<file path="src/ebsc_pkg.sv">
// Shared types, constants and helper functions for the EBML element scanner.
package ebsc_pkg;

	localparam int unsigned CFG_IDX_W = 1;

	typedef enum logic [CFG_IDX_W-1:0] {
		CFG_TARGET_ID = 1'b0,
		CFG_STOP_ID   = 1'b1
	} cfg_idx_t;

	typedef enum logic [1:0] {
		PH_ID      = 2'd0,
		PH_SIZE    = 2'd1,
		PH_PAYLOAD = 2'd2
	} phase_t;

	typedef struct packed {
		logic [7:0] data_byte;
		logic       start_scan;
	} in_t;

	typedef struct packed {
		logic [31:0] element_id;
		logic [3:0]  id_length;
		logic        id_too_long;
		logic [55:0] size_value;
		logic [3:0]  size_length;
		logic        size_undefined;
		logic        size_zero;
		logic        size_marker_missing;
		logic        matched;
		logic        stop_seen;
	} out_t;

	// Varint length from the leading set bit; a zero byte counts as eight.
	function automatic logic [3:0] varint_len(input logic [7:0] b);
		logic [3:0] n;
		n = 4'd8;
		for (int i = 0; i < 8; i++) begin
			if (b[i]) n = 4'(8 - i);
		end
		return n;
	endfunction

	// Value bits of a size varint of the given length (7 bits per byte).
	function automatic logic [55:0] size_mask(input logic [3:0] len);
		logic [55:0] m;
		unique case (len)
			4'd1:    m = 56'h7F;
			4'd2:    m = 56'h3FFF;
			4'd3:    m = 56'h1F_FFFF;
			4'd4:    m = 56'hFFF_FFFF;
			4'd5:    m = 56'h7_FFFF_FFFF;
			4'd6:    m = 56'h3FF_FFFF_FFFF;
			4'd7:    m = 56'h1_FFFF_FFFF_FFFF;
			default: m = 56'hFF_FFFF_FFFF_FFFF;
		endcase
		return m;
	endfunction

endpackage

</file>
<file path="src/ebsc_cfg_regs.sv">
// Configuration registers: target ID and stop ID.
module ebsc_cfg_regs (
	input  logic                          clk,
	input  logic                          arst_n,
	input  logic                          wr_en,
	input  logic [ebsc_pkg::CFG_IDX_W-1:0] wr_index,
	input  logic [31:0]                   wr_data,
	output logic [31:0]                   target_id,
	output logic [31:0]                   stop_id
);
	import ebsc_pkg::*;

	logic [31:0] target_id_q;
	logic [31:0] stop_id_q;

	always_ff @(posedge clk or negedge arst_n) begin
		if (!arst_n) begin
			target_id_q <= '0;
			stop_id_q   <= '0;
		end else if (wr_en) begin
			unique case (cfg_idx_t'(wr_index))
				CFG_TARGET_ID: target_id_q <= wr_data;
				CFG_STOP_ID:   stop_id_q   <= wr_data;
				default: ;
			endcase
		end
	end

	assign target_id = target_id_q;
	assign stop_id   = stop_id_q;

endmodule

</file>
<file path="src/ebsc_parser.sv">
// Header parser: per-byte state update and result record generation.
module ebsc_parser (
	input  logic           clk,
	input  logic           arst_n,
	input  logic           step,
	input  ebsc_pkg::in_t  item,
	input  logic [31:0]    target_id,
	input  logic [31:0]    stop_id,
	output logic           res_valid,
	output ebsc_pkg::out_t res
);
	import ebsc_pkg::*;

	phase_t      phase_q, phase_d;
	logic [3:0]  bytes_left_q, bytes_left_d;
	logic [31:0] id_shift_q, id_shift_d;
	logic [3:0]  id_len_q, id_len_d;
	logic [63:0] size_shift_q, size_shift_d;
	logic [3:0]  size_len_q, size_len_d;
	logic [55:0] payload_left_q, payload_left_d;
	logic        halted_q, halted_d;

	// state as seen by this byte, after an optional restart
	logic        clr;
	phase_t      e_phase;
	logic [3:0]  e_bl;
	logic [31:0] e_id;
	logic [3:0]  e_id_len;
	logic [63:0] e_size;
	logic [3:0]  e_size_len;
	logic [55:0] e_pay;
	logic        e_halt;

	assign clr        = item.start_scan;
	assign e_phase    = clr ? PH_ID : phase_q;
	assign e_bl       = clr ? 4'd0 : bytes_left_q;
	assign e_id       = clr ? 32'd0 : id_shift_q;
	assign e_id_len   = clr ? 4'd0 : id_len_q;
	assign e_size     = clr ? 64'd0 : size_shift_q;
	assign e_size_len = clr ? 4'd0 : size_len_q;
	assign e_pay      = clr ? 56'd0 : payload_left_q;
	assign e_halt     = clr ? 1'b0 : halted_q;

	logic [3:0] blen;
	logic [3:0] bl_dec;
	assign blen   = varint_len(item.data_byte);
	assign bl_dec = (e_bl != 4'd0) ? e_bl - 4'd1 : 4'd0;

	// ID varint
	logic        id_first;
	logic [3:0]  id_len_new;
	logic [3:0]  id_bl_new;
	logic [3:0]  id_taken;
	logic [31:0] id_shift_new;
	assign id_first   = (e_id_len == 4'd0);
	assign id_len_new = id_first ? blen : e_id_len;
	assign id_bl_new  = id_first ? blen - 4'd1 : bl_dec;
	assign id_taken   = e_id_len - e_bl;
	always_comb begin
		if (id_first) id_shift_new = {24'd0, item.data_byte};
		else if (id_taken < 4'd4) id_shift_new = {e_id[23:0], item.data_byte};
		else id_shift_new = e_id;
	end

	// size varint
	logic        sz_first;
	logic [3:0]  sz_len_new;
	logic [3:0]  sz_bl_new;
	logic [63:0] sz_shift_new;
	logic [55:0] sz_mask;
	logic [55:0] sz_value;
	logic        sz_undef;
	logic        sz_missing;
	logic        sz_done;
	assign sz_first     = (e_size_len == 4'd0);
	assign sz_len_new   = sz_first ? blen : e_size_len;
	assign sz_bl_new    = sz_first ? blen - 4'd1 : bl_dec;
	assign sz_shift_new = sz_first ? {56'd0, item.data_byte} : {e_size[55:0], item.data_byte};
	assign sz_mask      = size_mask(sz_len_new);
	assign sz_value     = sz_shift_new[55:0] & sz_mask;
	// all-ones pattern: marker bit plus every value bit set, nothing above
	assign sz_undef     = (sz_shift_new[63:57] == 7'd0) &&
	                      (sz_shift_new[56:0] == {sz_mask, 1'b1});
	assign sz_missing   = (sz_len_new == 4'd8) && (sz_shift_new[63:56] == 8'd0);
	assign sz_done      = (sz_bl_new == 4'd0);

	logic too_long;
	logic hit_target;
	logic hit_stop;
	assign too_long   = (e_id_len > 4'd4);
	assign hit_target = !too_long && (target_id != 32'd0) && (e_id == target_id);
	assign hit_stop   = !too_long && (stop_id != 32'd0) && (e_id == stop_id);

	logic [55:0] pay_dec;
	assign pay_dec = (e_pay != 56'd0) ? e_pay - 56'd1 : 56'd0;

	// next state
	always_comb begin
		phase_d        = e_phase;
		bytes_left_d   = e_bl;
		id_shift_d     = e_id;
		id_len_d       = e_id_len;
		size_shift_d   = e_size;
		size_len_d     = e_size_len;
		payload_left_d = e_pay;
		halted_d       = e_halt;
		if (!e_halt) begin
			unique case (e_phase)
				PH_PAYLOAD: begin
					payload_left_d = pay_dec;
					if (pay_dec == 56'd0) begin
						phase_d      = PH_ID;
						id_len_d     = 4'd0;
						bytes_left_d = 4'd0;
					end
				end
				PH_SIZE: begin
					size_len_d   = sz_len_new;
					size_shift_d = sz_shift_new;
					bytes_left_d = sz_bl_new;
					if (sz_done) begin
						if (hit_stop) begin
							halted_d     = 1'b1;
							phase_d      = PH_ID;
							id_len_d     = 4'd0;
							bytes_left_d = 4'd0;
						end else if (sz_undef || sz_value == 56'd0) begin
							phase_d      = PH_ID;
							id_len_d     = 4'd0;
							bytes_left_d = 4'd0;
						end else begin
							phase_d        = PH_PAYLOAD;
							payload_left_d = sz_value;
							bytes_left_d   = 4'd0;
						end
					end
				end
				default: begin
					id_len_d     = id_len_new;
					id_shift_d   = id_shift_new;
					bytes_left_d = id_bl_new;
					if (id_bl_new == 4'd0) begin
						phase_d    = PH_SIZE;
						size_len_d = 4'd0;
					end
				end
			endcase
		end
	end

	// result record
	always_comb begin
		res_valid               = !e_halt && (e_phase == PH_SIZE) && sz_done;
		res.element_id          = e_id;
		res.id_length           = e_id_len;
		res.id_too_long         = too_long;
		res.size_value          = sz_value;
		res.size_length         = sz_len_new;
		res.size_undefined      = sz_undef;
		res.size_zero           = (sz_value == 56'd0) && !sz_undef;
		res.size_marker_missing = sz_missing;
		res.matched             = hit_target;
		res.stop_seen           = hit_stop;
	end

	always_ff @(posedge clk or negedge arst_n) begin
		if (!arst_n) begin
			phase_q        <= PH_ID;
			bytes_left_q   <= '0;
			id_shift_q     <= '0;
			id_len_q       <= '0;
			size_shift_q   <= '0;
			size_len_q     <= '0;
			payload_left_q <= '0;
			halted_q       <= 1'b0;
		end else if (step) begin
			phase_q        <= phase_d;
			bytes_left_q   <= bytes_left_d;
			id_shift_q     <= id_shift_d;
			id_len_q       <= id_len_d;
			size_shift_q   <= size_shift_d;
			size_len_q     <= size_len_d;
			payload_left_q <= payload_left_d;
			halted_q       <= halted_d;
		end
	end

endmodule

</file>
<file path="src/ebml_element_scanner_unit.sv">
// EBML element scanner top level: input register, parser, result register.
//
// Bytes of an EBML stream enter on the in channel (valid/ready, one byte per
// transfer); start_scan set on a byte restarts header parsing at that byte.
// Each completed element header (ID varint followed by size varint) yields
// one record on the out channel; ID bytes, size bytes and skipped payload
// bytes yield nothing. After the header of the stop element no records are
// produced until start_scan is seen again.
// Configuration: cfg channel, index 0 target ID, index 1 stop ID; always
// ready, to be written only while the scanner is idle.
// Path: a byte is captured in the input register, and its record is loaded
// into the result register as the byte advances out of it; out_valid is
// driven by the result register.
// Throughput: one byte per cycle while no record waits on a stalled receiver;
// the per-byte parser update is combinational shift, mask and compare logic.
// Reset clears the parser state, both ID registers and both valid flags.
// When the receiver stalls with a record pending, bytes that produce no
// record keep flowing; a byte that would produce a record waits in the input
// register, which then deasserts in_ready.
module ebml_element_scanner_unit (
	input  logic                           clk,
	input  logic                           arst_n,
	input  logic                           in_valid,
	output logic                           in_ready,
	input  ebsc_pkg::in_t                  in_data,
	output logic                           out_valid,
	input  logic                           out_ready,
	output ebsc_pkg::out_t                 out_data,
	input  logic                           cfg_valid,
	output logic                           cfg_ready,
	input  logic [ebsc_pkg::CFG_IDX_W-1:0] cfg_index,
	input  logic [31:0]                    cfg_data
);
	import ebsc_pkg::*;

	logic        in_valid_s1;
	in_t         in_data_s1;
	logic        out_valid_s2;
	out_t        out_data_s2;
	logic [31:0] target_id;
	logic [31:0] stop_id;
	logic        res_valid;
	out_t        res;
	logic        advance;

	assign cfg_ready = 1'b1;

	ebsc_cfg_regs u_cfg (
		.clk       (clk),
		.arst_n    (arst_n),
		.wr_en     (cfg_valid && cfg_ready),
		.wr_index  (cfg_index),
		.wr_data   (cfg_data),
		.target_id (target_id),
		.stop_id   (stop_id)
	);

	ebsc_parser u_parser (
		.clk       (clk),
		.arst_n    (arst_n),
		.step      (advance),
		.item      (in_data_s1),
		.target_id (target_id),
		.stop_id   (stop_id),
		.res_valid (res_valid),
		.res       (res)
	);

	// a byte moves on unless it makes a record and the result slot is still full
	assign advance  = in_valid_s1 && (!res_valid || !out_valid_s2 || out_ready);
	assign in_ready = !in_valid_s1 || advance;

	always_ff @(posedge clk or negedge arst_n) begin
		if (!arst_n) begin
			in_valid_s1 <= 1'b0;
		end else if (in_ready) begin
			in_valid_s1 <= in_valid;
		end
	end

	always_ff @(posedge clk) begin
		if (in_ready && in_valid) in_data_s1 <= in_data;
	end

	always_ff @(posedge clk or negedge arst_n) begin
		if (!arst_n) begin
			out_valid_s2 <= 1'b0;
		end else if (advance && res_valid) begin
			out_valid_s2 <= 1'b1;
		end else if (out_ready) begin
			out_valid_s2 <= 1'b0;
		end
	end

	always_ff @(posedge clk) begin
		if (advance && res_valid) out_data_s2 <= res;
	end

	assign out_valid = out_valid_s2;
	assign out_data  = out_data_s2;

endmodule

</file>
<file path="config.mk">
export PLATFORM = sky130hd
export DESIGN_NAME = ebml_element_scanner_unit
export DESIGN_NICKNAME = d
export VERILOG_FILES = /design/src/ebsc_pkg.sv /design/src/ebsc_cfg_regs.sv /design/src/ebsc_parser.sv /design/src/ebml_element_scanner_unit.sv
export SDC_FILE = /design/constraint.sdc
export NUM_CORES = 1
export LEC_CHECK = 0
export ABC_AREA = 1
export BUFFER_PORTS_ARGS = -buffer_cell sky130_fd_sc_hd__buf_2
export CAP_MARGIN = 20
export CORE_AREA = 2 2 236 238
export DETAILED_ROUTE_END_ITERATION = 10
export DIE_AREA = 0 0 238 240
export MAX_ROUTING_LAYER = met4
export PLACE_DENSITY_LB_ADDON = 0.2
export SYNTH_ARGS = -nofsm -noshare
export SYNTH_HDL_FRONTEND = slang
export SYNTH_SLANG_ARGS = --single-unit
</file>
<file path="constraint.sdc">
create_clock -name clk -period 9.8 [get_ports clk]
set_clock_uncertainty 0.05 [all_clocks]
set_input_delay 0.98 -clock clk [delete_from_list [all_inputs] [get_ports clk]]
set_output_delay 0.98 -clock clk [all_outputs]
set_load 0.02 [all_outputs]
</file>
# [Yosys cells after proc, flatten, opt, wreduce, memory -nomap -nowiden]
# Index checks and enable logic that the tools add are counted.
# W data, S select, Z words.
[classes] addsub=4 magnitude_cmp=2 eq_ne=13 muxes=60 n_bitwise=2 n_reduce_logical=38
[op_table] op="$pmux W56 S7" n=1
[op_table] op="$mux W56" n=6
[op_table] op="$mux W64" n=4
[op_table] op="$mux W32" n=5
[op_table] op="$logic_not A56 Y1" n=2
[op_table] op="$pmux W56 S2" n=1
[op_table] op="$mux W4" n=25
[op_table] op="$eq A32 B32 Y1" n=2
[op_table] op="$reduce_bool A32 Y1" n=2
[op_table] op="$eq A57 B57 Y1" n=1
[op_table] op="$and A56 B56 Y56" n=1
[op_table] op="$reduce_bool A56 Y1" n=1
[op_table] op="$sub A56 B1 Y56 const B" n=1
[op_table] op="$pmux W4 S2" n=3
[op_table] op="$eq A4 B3 Y1 const B" n=4
[op_table] op="$logic_not A4 Y1" n=4
[op_table] op="$mux W2" n=7
[op_table] op="$logic_and A1 B1 Y1" n=12
[op_table] op="$eq A4 B2 Y1 const B" n=2
[op_table] op="$logic_not A8 Y1" n=1
[op_table] op="$sub A4 B1 Y4 const B" n=2
[op_table] op="$logic_not A7 Y1" n=1
[op_table] op="$mux W1" n=7
[op_table] op="$logic_not A1 Y1" n=6
[op_table] op="other kinds (14)" n=18
[totals] reg_bits=344 input_bits=47

# [Longest topological paths before layout]
# Gate-level depths: netlist of the first run.
[depth] ltp_word=18 mapped_depth=32 depth_no_buf=30

# [By module]
# A second synthesis of the first run with hierarchy kept.
[hier_totals] hier_cells=3055 area_unflattened_um2=21558.2
[by_module_without_submodules] module="ebsc_parser" n_inst=1 cells_per_inst=2649 area_per_inst_um2=15491.1 seq_area_each_um2=3978.8
[by_module_without_submodules] module="ebml_element_scanner_unit" n_inst=1 cells_per_inst=127 area_per_inst_um2=3452.1 seq_area_each_um2=3383.2
[by_module_without_submodules] module="ebsc_cfg_regs" n_inst=1 cells_per_inst=279 area_per_inst_um2=2615.0 seq_area_each_um2=1601.5

# [Least setup slack after synthesis of the first run]
# No wires, ideal clock.
[synth_path] path_kind="register to register" startpoint="register in_data_s1[0] in the netlist's numbering" endpoint="register out_data_s2, in the netlist out_data[0], enable pin" setup_ns=0.455 t_arrival_ns=4.684 t_required_ns=9.295 slack_ns=4.610 stages_incl_launch_ff=17 synth_period_minus_slack_ns=5.190 cell_sequence="edfxtp_1 -> inv_2 -> buf_6 -> buf_6 -> buf_2 -> buf_6 -> clkbuf_1 -> nand2_1 -> ha_1 -> clkbuf_1 -> inv_1 -> nor2_1 -> nand3_1 -> nand2_1 -> nor2_1 -> nand2_1 -> inv_1"
[synth_via] elab_chain_cells=11
[synth_rtl] element="start: declaration" line_no="ebml_element_scanner_unit.sv:37" text="in_t in_data_s1;"
[synth_rtl] element="start signal: assignment" line_no="ebml_element_scanner_unit.sv:82" text="if (in_ready && in_valid) in_data_s1 <= in_data;"
[synth_rtl] element="$mux W4" line_no="ebsc_parser.sv:36" text="assign e_bl = clr ? 4'd0 : bytes_left_q;"
[synth_rtl] element="$sub A4 B1 Y4 / $reduce_bool A4 Y1 (equally long branches)" line_no="ebsc_parser.sv:47" text="assign bl_dec = (e_bl != 4'd0) ? e_bl - 4'd1 : 4'd0;"
[synth_rtl] element="$mux W4" line_no="ebsc_parser.sv:47"
[synth_rtl] element="$mux W4" line_no="ebsc_parser.sv:77" text="assign sz_bl_new = sz_first ? blen - 4'd1 : bl_dec;"
[synth_rtl] element="$logic_not A4 Y1" line_no="ebsc_parser.sv:85" text="assign sz_done = (sz_bl_new == 4'd0);"
[synth_rtl] element="$logic_and A1 B1 Y1 *" line_no="ebsc_parser.sv:153" text="res_valid = !e_halt && (e_phase == PH_SIZE) && sz_done;"
[synth_rtl] element="$logic_not A1 Y1" line_no="ebml_element_scanner_unit.sv:70" text="assign advance = in_valid_s1 && (!res_valid || !out_valid_s2 || out_ready);"
[synth_rtl] element="$logic_or A1 B1 Y1 (2 in series)" line_no="ebml_element_scanner_unit.sv:70"
[synth_rtl] element="$logic_and A1 B1 Y1" line_no="ebml_element_scanner_unit.sv:70"
[synth_rtl] element="$logic_and A1 B1 Y1 *" line_no="ebml_element_scanner_unit.sv:96" text="if (advance && res_valid) out_data_s2 <= res;"
[synth_rtl] element="end signal: assignment" line_no="ebml_element_scanner_unit.sv:96"
[synth_rtl] element="end: declaration" line_no="ebml_element_scanner_unit.sv:39" text="out_t out_data_s2;"
# Mark *: on every way between the ends. The rest lies on a longest branch, timed or not.
# A chain may end at the register's enable or synchronous reset.

==> results of run 1 <==
[through the flow]
stage,instances,hold WS [ns],util,power [µW],instance area [µm²]
2_1_floorplan,3103,0.399,-,2900,21600
3_3_place_gp,3833,0.413,0.416,3440,22800
3_5_place_dp,3835,0.415,0.417,3460,22800
4_1_cts,3910,0.432,0.441,5030,24100
5_1_grt,3913,0.445,0.442,5320,24200
6_report,3913,0.397,0.442,5020,24200
[state kept, by name, indices dropped and copies added, names as in the netlist]
name                     flops
out_data                   102
u_parser.payload_left_q     56
u_parser.size_shift_q       56
u_cfg.stop_id               32
u_cfg.target_id             32
u_parser.id_shift_q         32
in_data_s1                   9
u_parser.bytes_left_q        4
u_parser.id_len_q            4
u_parser.size_len_q          4
u_parser.phase_q             2
in_valid_s1                  1
out_valid                    1
u_parser.halted_q            1
[layout make-up]
cell class,instances,area (µm²)
Antenna cell,2,5.00
Timing Repair Buffer,174,988
Clock inverter,22,231
Sequential cell,336,8960
Inverter,410,1550
Multi-Input combinational cell,2212,10400
Fill cell,5702,30500
Clock buffer,53,1100
Tap cell,704,881
[layout by cell type (no fill, tap or decap), types with 21 or more instances in the layout]
cell       netlist  layout
edfxtp_1       111     111
clkbuf_16        0      41
o211ai_1        50      50
o21ai_0        262     262
buf_4            6      21
dfrtp_1        225     225
nand2_1        928     924
xor2_1          39      39
nand4_1         90      90
a21oi_1         88      88
nand3_1        180     180
buf_2           20     149
inv_1          396     393
nor2_1         376     374
nor4_1          30      30
ha_1            37      37
[worst paths after layout]
path / start / to
min in group clk: u_parser.payload_left_q[47] / u_parser.payload_left_q[47]
hold / removal: arst_n / u_parser.size_shift_q[24]
setup / recovery: in_data_s1[0] / u_parser.phase_q[1]
hold reg to reg: u_parser.payload_left_q[47] / u_parser.payload_left_q[47]
setup reg to reg: in_data_s1[0] / u_parser.phase_q[1]
max in group asynchronous: arst_n / u_parser.id_shift_q[16]
[routing by layer]
layer	part of all wire	routed length (µm)
met1	0.42	34700
met2	0.46	38000
met3	0.061	5030
met4	0.052	4240
met5	0	0
[logic make-up after synthesis]
| group | count (synthesis) | synth area share |
|---|---|---|
| AO/OA/AOI/OAI | 460 | 0.118 |
| XOR/XNOR | 50 | 0.0203 |
| adder cells (fa/ha/maj) | 37 | 0.0215 |
| buffers and inverters | 555 | 0.102 |
| flip-flops | 336 | 0.416 |
| other | 1 | 0.000174 |
| AND/OR/NAND/NOR | 1664 | 0.323 |
[report_power, final]
part / internal (µW) / switching [µW] / leakage (µW)
clock: 903 / 651 / 0.000654
combinational: 475 / 1230 / 0.00747
sequential: 1630 / 135 / 0.00401
total: 3010 / 2010 / 0.0121
==> results_dict.tcl, run 1 <==
set metrics [dict create \
    start_util 0.395 \
    cp-end-kind "flop" \
    numPortBuffers 150 \
    path_buf_inv 8 \
    cts_tree "done" \
    vdd_ir_drop_max_mv 0.104 \
    crit_type "reg2reg" \
    synth_area_leaders "dfrtp_1 (26%), nand2_1 (16%), edfxtp_1 (15%), inv_1 (6.9%), nor2_1 (6.5%)" \
    synth-edff-count 111 \
    cts-hold-fix-buffers 0 \
    grt_max_degree 133 \
    die-width_um 238 \
    dr.pass1.iters 6 \
    drv_cap 0 \
    yosysMostFrequentCell "nand2_1" \
    post_cts_buffers 0 \
    dp_hpwl_um 60300 \
    synth_cell_type_count 49 \
    cp_slowest_cell "nand4_1" \
    syn_nets 3187 \
    die-area_mm2 0.0571 \
    worstPathRequired_ns 10.25 \
    drc 0 \
    hold_viol 0 \
    p_leak_uw 0.0121 \
    synth_ff_type "dfrtp_1" \
    crit_cells 28 \
    synth-seq-cells 336 \
    vias 21200 \
    antenna_found_initial 2 \
    period_share 0.636 \
    fp.dieH_um 240 \
    worstSkewPairLatency_ns 0.59 \
    ctsResizeCount 0 \
    rows 86 \
    clk_pin_slew_worst_paths_ns 0.06 \
    avgSynthCellArea_um2 6.95 \
    fin_nets 3259 \
    outcome "complete, no violations" \
    synth_top_area_frac 0.261 \
    cp.arrival_ns 6.68 \
    r2r_cells 28 \
    final_max_slew_viol_count 0 \
    place.gp.congestion 0.993 \
    post-route-min-period_ns 6.23 \
    ys_top_cells_by_count "nand2_1 (928), inv_1 (396), nor2_1 (376), o21ai_0 (262), dfrtp_1 (225)" \
    drtIter0Drc 2004 \
    ant_nets 0 \
    path_delay_family "simple AND/OR/NAND/NOR gates" \
    cts-buffers-inserted 41 \
    netlist_area_mm2 0.0216 \
    wl_um 82000 \
    finalSetupViolCount 0 \
    routed_via_density 5.43 \
    grt-busiest-layer "met2" \
    worstPathMaxFanout 60 \
    setup_tns_ns 0 \
    yosys_warnings 0 \
    synth_cells 3103 \
    ctsRootBufferMaster "clkbuf_16" \
    grt_use_total 0.296 \
    ys_seq_area_frac 0.416 \
    drive_above_1_share 0.0942 \
    cts-htree-levels 2 \
    core_mm2 0.0547 \
    synthArstFlopShare 0.670 \
    io_pins 152 \
    fin_ws_ns 3.57 \
    drt-wirelength-per-cell_um 21.0 \
    grt_pass1_vias 20300 \
    start_kind "flop" \
    gr-total-overflow 0 \
    grtUsageMet2 0.477 \
    clkSinkCount 336 \
    tightest_slew_ns 1.08 \
    syn_to_final_growth_pct 12.0 \
    use_met1 0.366 \
    yosysTopAreaCell "dfrtp_1" \
    fmax_ghz 0.161 \
    grt_pass1_wl_um 125000 \
    r2r_slack_ns 3.57 \
    hold_path.class "in2async" \
    place_ws_ns 3.57 \
    critPathMaxStageDelay_ns 0.80 \
    met3_usage 0.0474 \
    clk_path_buf_depth 3 \
    p_per_area_mw_per_mm2 208 \
    slew-limit-headroom 0.270 \
    rsz0062_at_grt "false" \
]
No activity file was read; power rests on OpenSTA's default activity.
==> run 2: changes to the inputs <==
clock period = 5.9 ns   (was 9.8 ns; I/O delays follow)
==> run 2 against run 1 <==
Compared with the run above:
- setup slack worse by 3.2 ns
- wire length hardly changed
- sequential share of layout area is 0.34 points lower
- power is 71% higher
- clock-buffer cell count is 6 lower
- global-route usage is 0.17 points lower
- register-to-register slack worse by 2.9 ns
- core utilization is 0.41 points higher
- clock power is 80% higher
- critical path type is now reg2out
- highest routed layer unchanged
==> results_dict.tcl, run 2 (same netlist as run 1, synthesis figures left out) <==
set metrics [dict create \
    outcome "complete, no violations" \
    final_max_slew_viol_count 0 \
    final_util 0.446 \
    rsz0062_at_grt "false" \
    drive_above_1_share 0.0966 \
    drtIter0Drc 2109 \
    start_util 0.395 \
    core_mm2 0.0547 \
    worstSkewPairLatency_ns 0.59 \
    wl_um 82100 \
    place.gp.congestion 0.947 \
    crit_type "reg2out" \
    post_cts_buffers 0 \
    routed_via_density 5.44 \
    holdWs_ns 0.133 \
    post-route-min-period_ns 5.51 \
    clkSinkCount 336 \
    dp_hpwl_um 59700 \
    vdd_ir_drop_max_mv 0.190 \
    worstPathRequired_ns 5.26 \
    start_kind "flop" \
    drt-wirelength-per-cell_um 20.9 \
    p_leak_uw 0.0122 \
    antenna_found_initial 1 \
    clk_path_buf_depth 3 \
    final_common_cell "nand2_1" \
    clk_pin_slew_worst_paths_ns 0.06 \
    ant_nets 0 \
    critPathMaxStageDelay_ns 0.82 \
    io_pins 152 \
    slew-limit-headroom 0.303 \
    setup_tns_ns 0 \
    grt_max_degree 151 \
    numPortBuffers 150 \
    p_per_area_mw_per_mm2 351 \
    rows 86 \
    syn_to_final_growth_pct 13.1 \
    grt_use_total 0.294 \
    dr.pass1.iters 6 \
    period_share 0.933 \
    ctsRootBufferMaster "clkbuf_16" \
    cts-buffers-inserted 42 \
    cts-htree-levels 2 \
    ctsResizeCount 0 \
    path_buf_inv 4 \
    finalInstanceArea_mm2 0.0244 \
    cp_slowest_cell "buf_4" \
    hold_path.class "in2reg" \
    fmax_ghz 0.182 \
    tightest_slew_ns 1.04 \
    crit_chain "buf_4, buf_4, nor2_1, nor2_1, o21ai_0, o21ai_0, nand3_1, nor2_4, buf_4, nand4_1, buf_2" \
    worstPathMaxFanout 71 \
    gr-total-overflow 0 \
    cp-end-kind "primary output" \
    r2r_slack_ns 0.72 \
    cts_tree "done" \
    fin_nets 3268 \
    fp.dieH_um 240 \
    cp.arrival_ns 4.87 \
    final_cell_mix "nand2_1 (924), inv_1 (393), nor2_1 (374)" \
    die-area_mm2 0.0571 \
    r2r_cells 17 \
    grt_pass1_vias 20000 \
    post_dp_cell_area_mm2 0.0229 \
    grt_pass1_wl_um 124000 \
    crit_top_cell "buf_4" \
    r2r_start "in_data_s1[0]" \
    endpoint "in_ready" \
    vias 21400 \
    hold_viol 0 \
    power_uw 8560 \
    drv_cap 0 \
    largest_reg_flops 102 \
    crit_cells 11 \
    drc 0 \
    finalSetupViolCount 0 \
    reg2reg_to "out_data[35]" \
    die-width_um 238 \
    crit_start "in_data_s1[0]" \
    path_delay_family "buffers and inverters" \
]
run 2: cell types whose count changed in the layout (fill, tap and decap cells not counted), moves of 2 or more:
cell | before | now
clkinv_1 | 6 | 13
clkbuf_1 | 9 | 3
buf_12 | 0 | 5
buf_4 | 21 | 25
bufinv_16 | 4 | 7
clkinv_2 | 11 | 8
clkinvlp_4 | 2 | 5
clkbuf_16 | 41 | 43
clkbuf_8 | 3 | 1
inv_6 | 3 | 1
run 2: per-layer routing:
layer  vias up  part of all wire  GRT usage
met3       168             0.061     0.0348
met4         0             0.044      0.113
li1      10200                 -          -
met1     10100              0.43      0.382
met2       854              0.46      0.473
met5         -                 0          -
run 2: cell type report:
class | count | area, µm²
Clock buffer | 47 | 1100
Fill cell | 5610 | 30300
Antenna cell | 1 | 2.50
Sequential cell | 336 | 8960
Multi-Input combinational cell | 2212 | 10400
Inverter | 410 | 1550
Clock inverter | 31 | 363
Timing Repair Buffer | 182 | 1090
Tap cell | 704 | 881
run 2: per-stage QoR:
step           cells  setup WS, ns
4_1_cts         3920         0.474
6_report        3923         0.394
3_5_place_dp    3841         0.752
2_1_floorplan   3103         0.710
5_1_grt         3923         0.199
3_3_place_gp    3840         0.743
run 2: what timing repair did:
| item | in CTS | in global routing |
|---|---|---|
| endpoints found under the setup margin | 0 | 0 |
| hold buffers | 1 | 0 |
| endpoints found under the hold margin | 53 | 0 |
run 2: worst min path at each step:
stage,start,endpoint,slack (ns),depth (start not counted)
after global routing,in_data[1],in_data_s1[1],0.12,1
after floorplan,arst_n,in_valid_s1,0.24,0
after CTS,in_data[1],in_data_s1[1],0.11,1
final,in_data[1],in_data_s1[1],0.13,1
after global placement,u_parser.payload_left_q[49],u_parser.payload_left_q[49],0.41,2
after detailed placement,u_parser.payload_left_q[53],u_parser.payload_left_q[53],0.42,2
run 2: where the power goes:
part | internal [µW] | switching [µW]
registers | 2710 | 227
clock network | 1660 | 1130
logic | 798 | 2040
total | 5170 | 3400
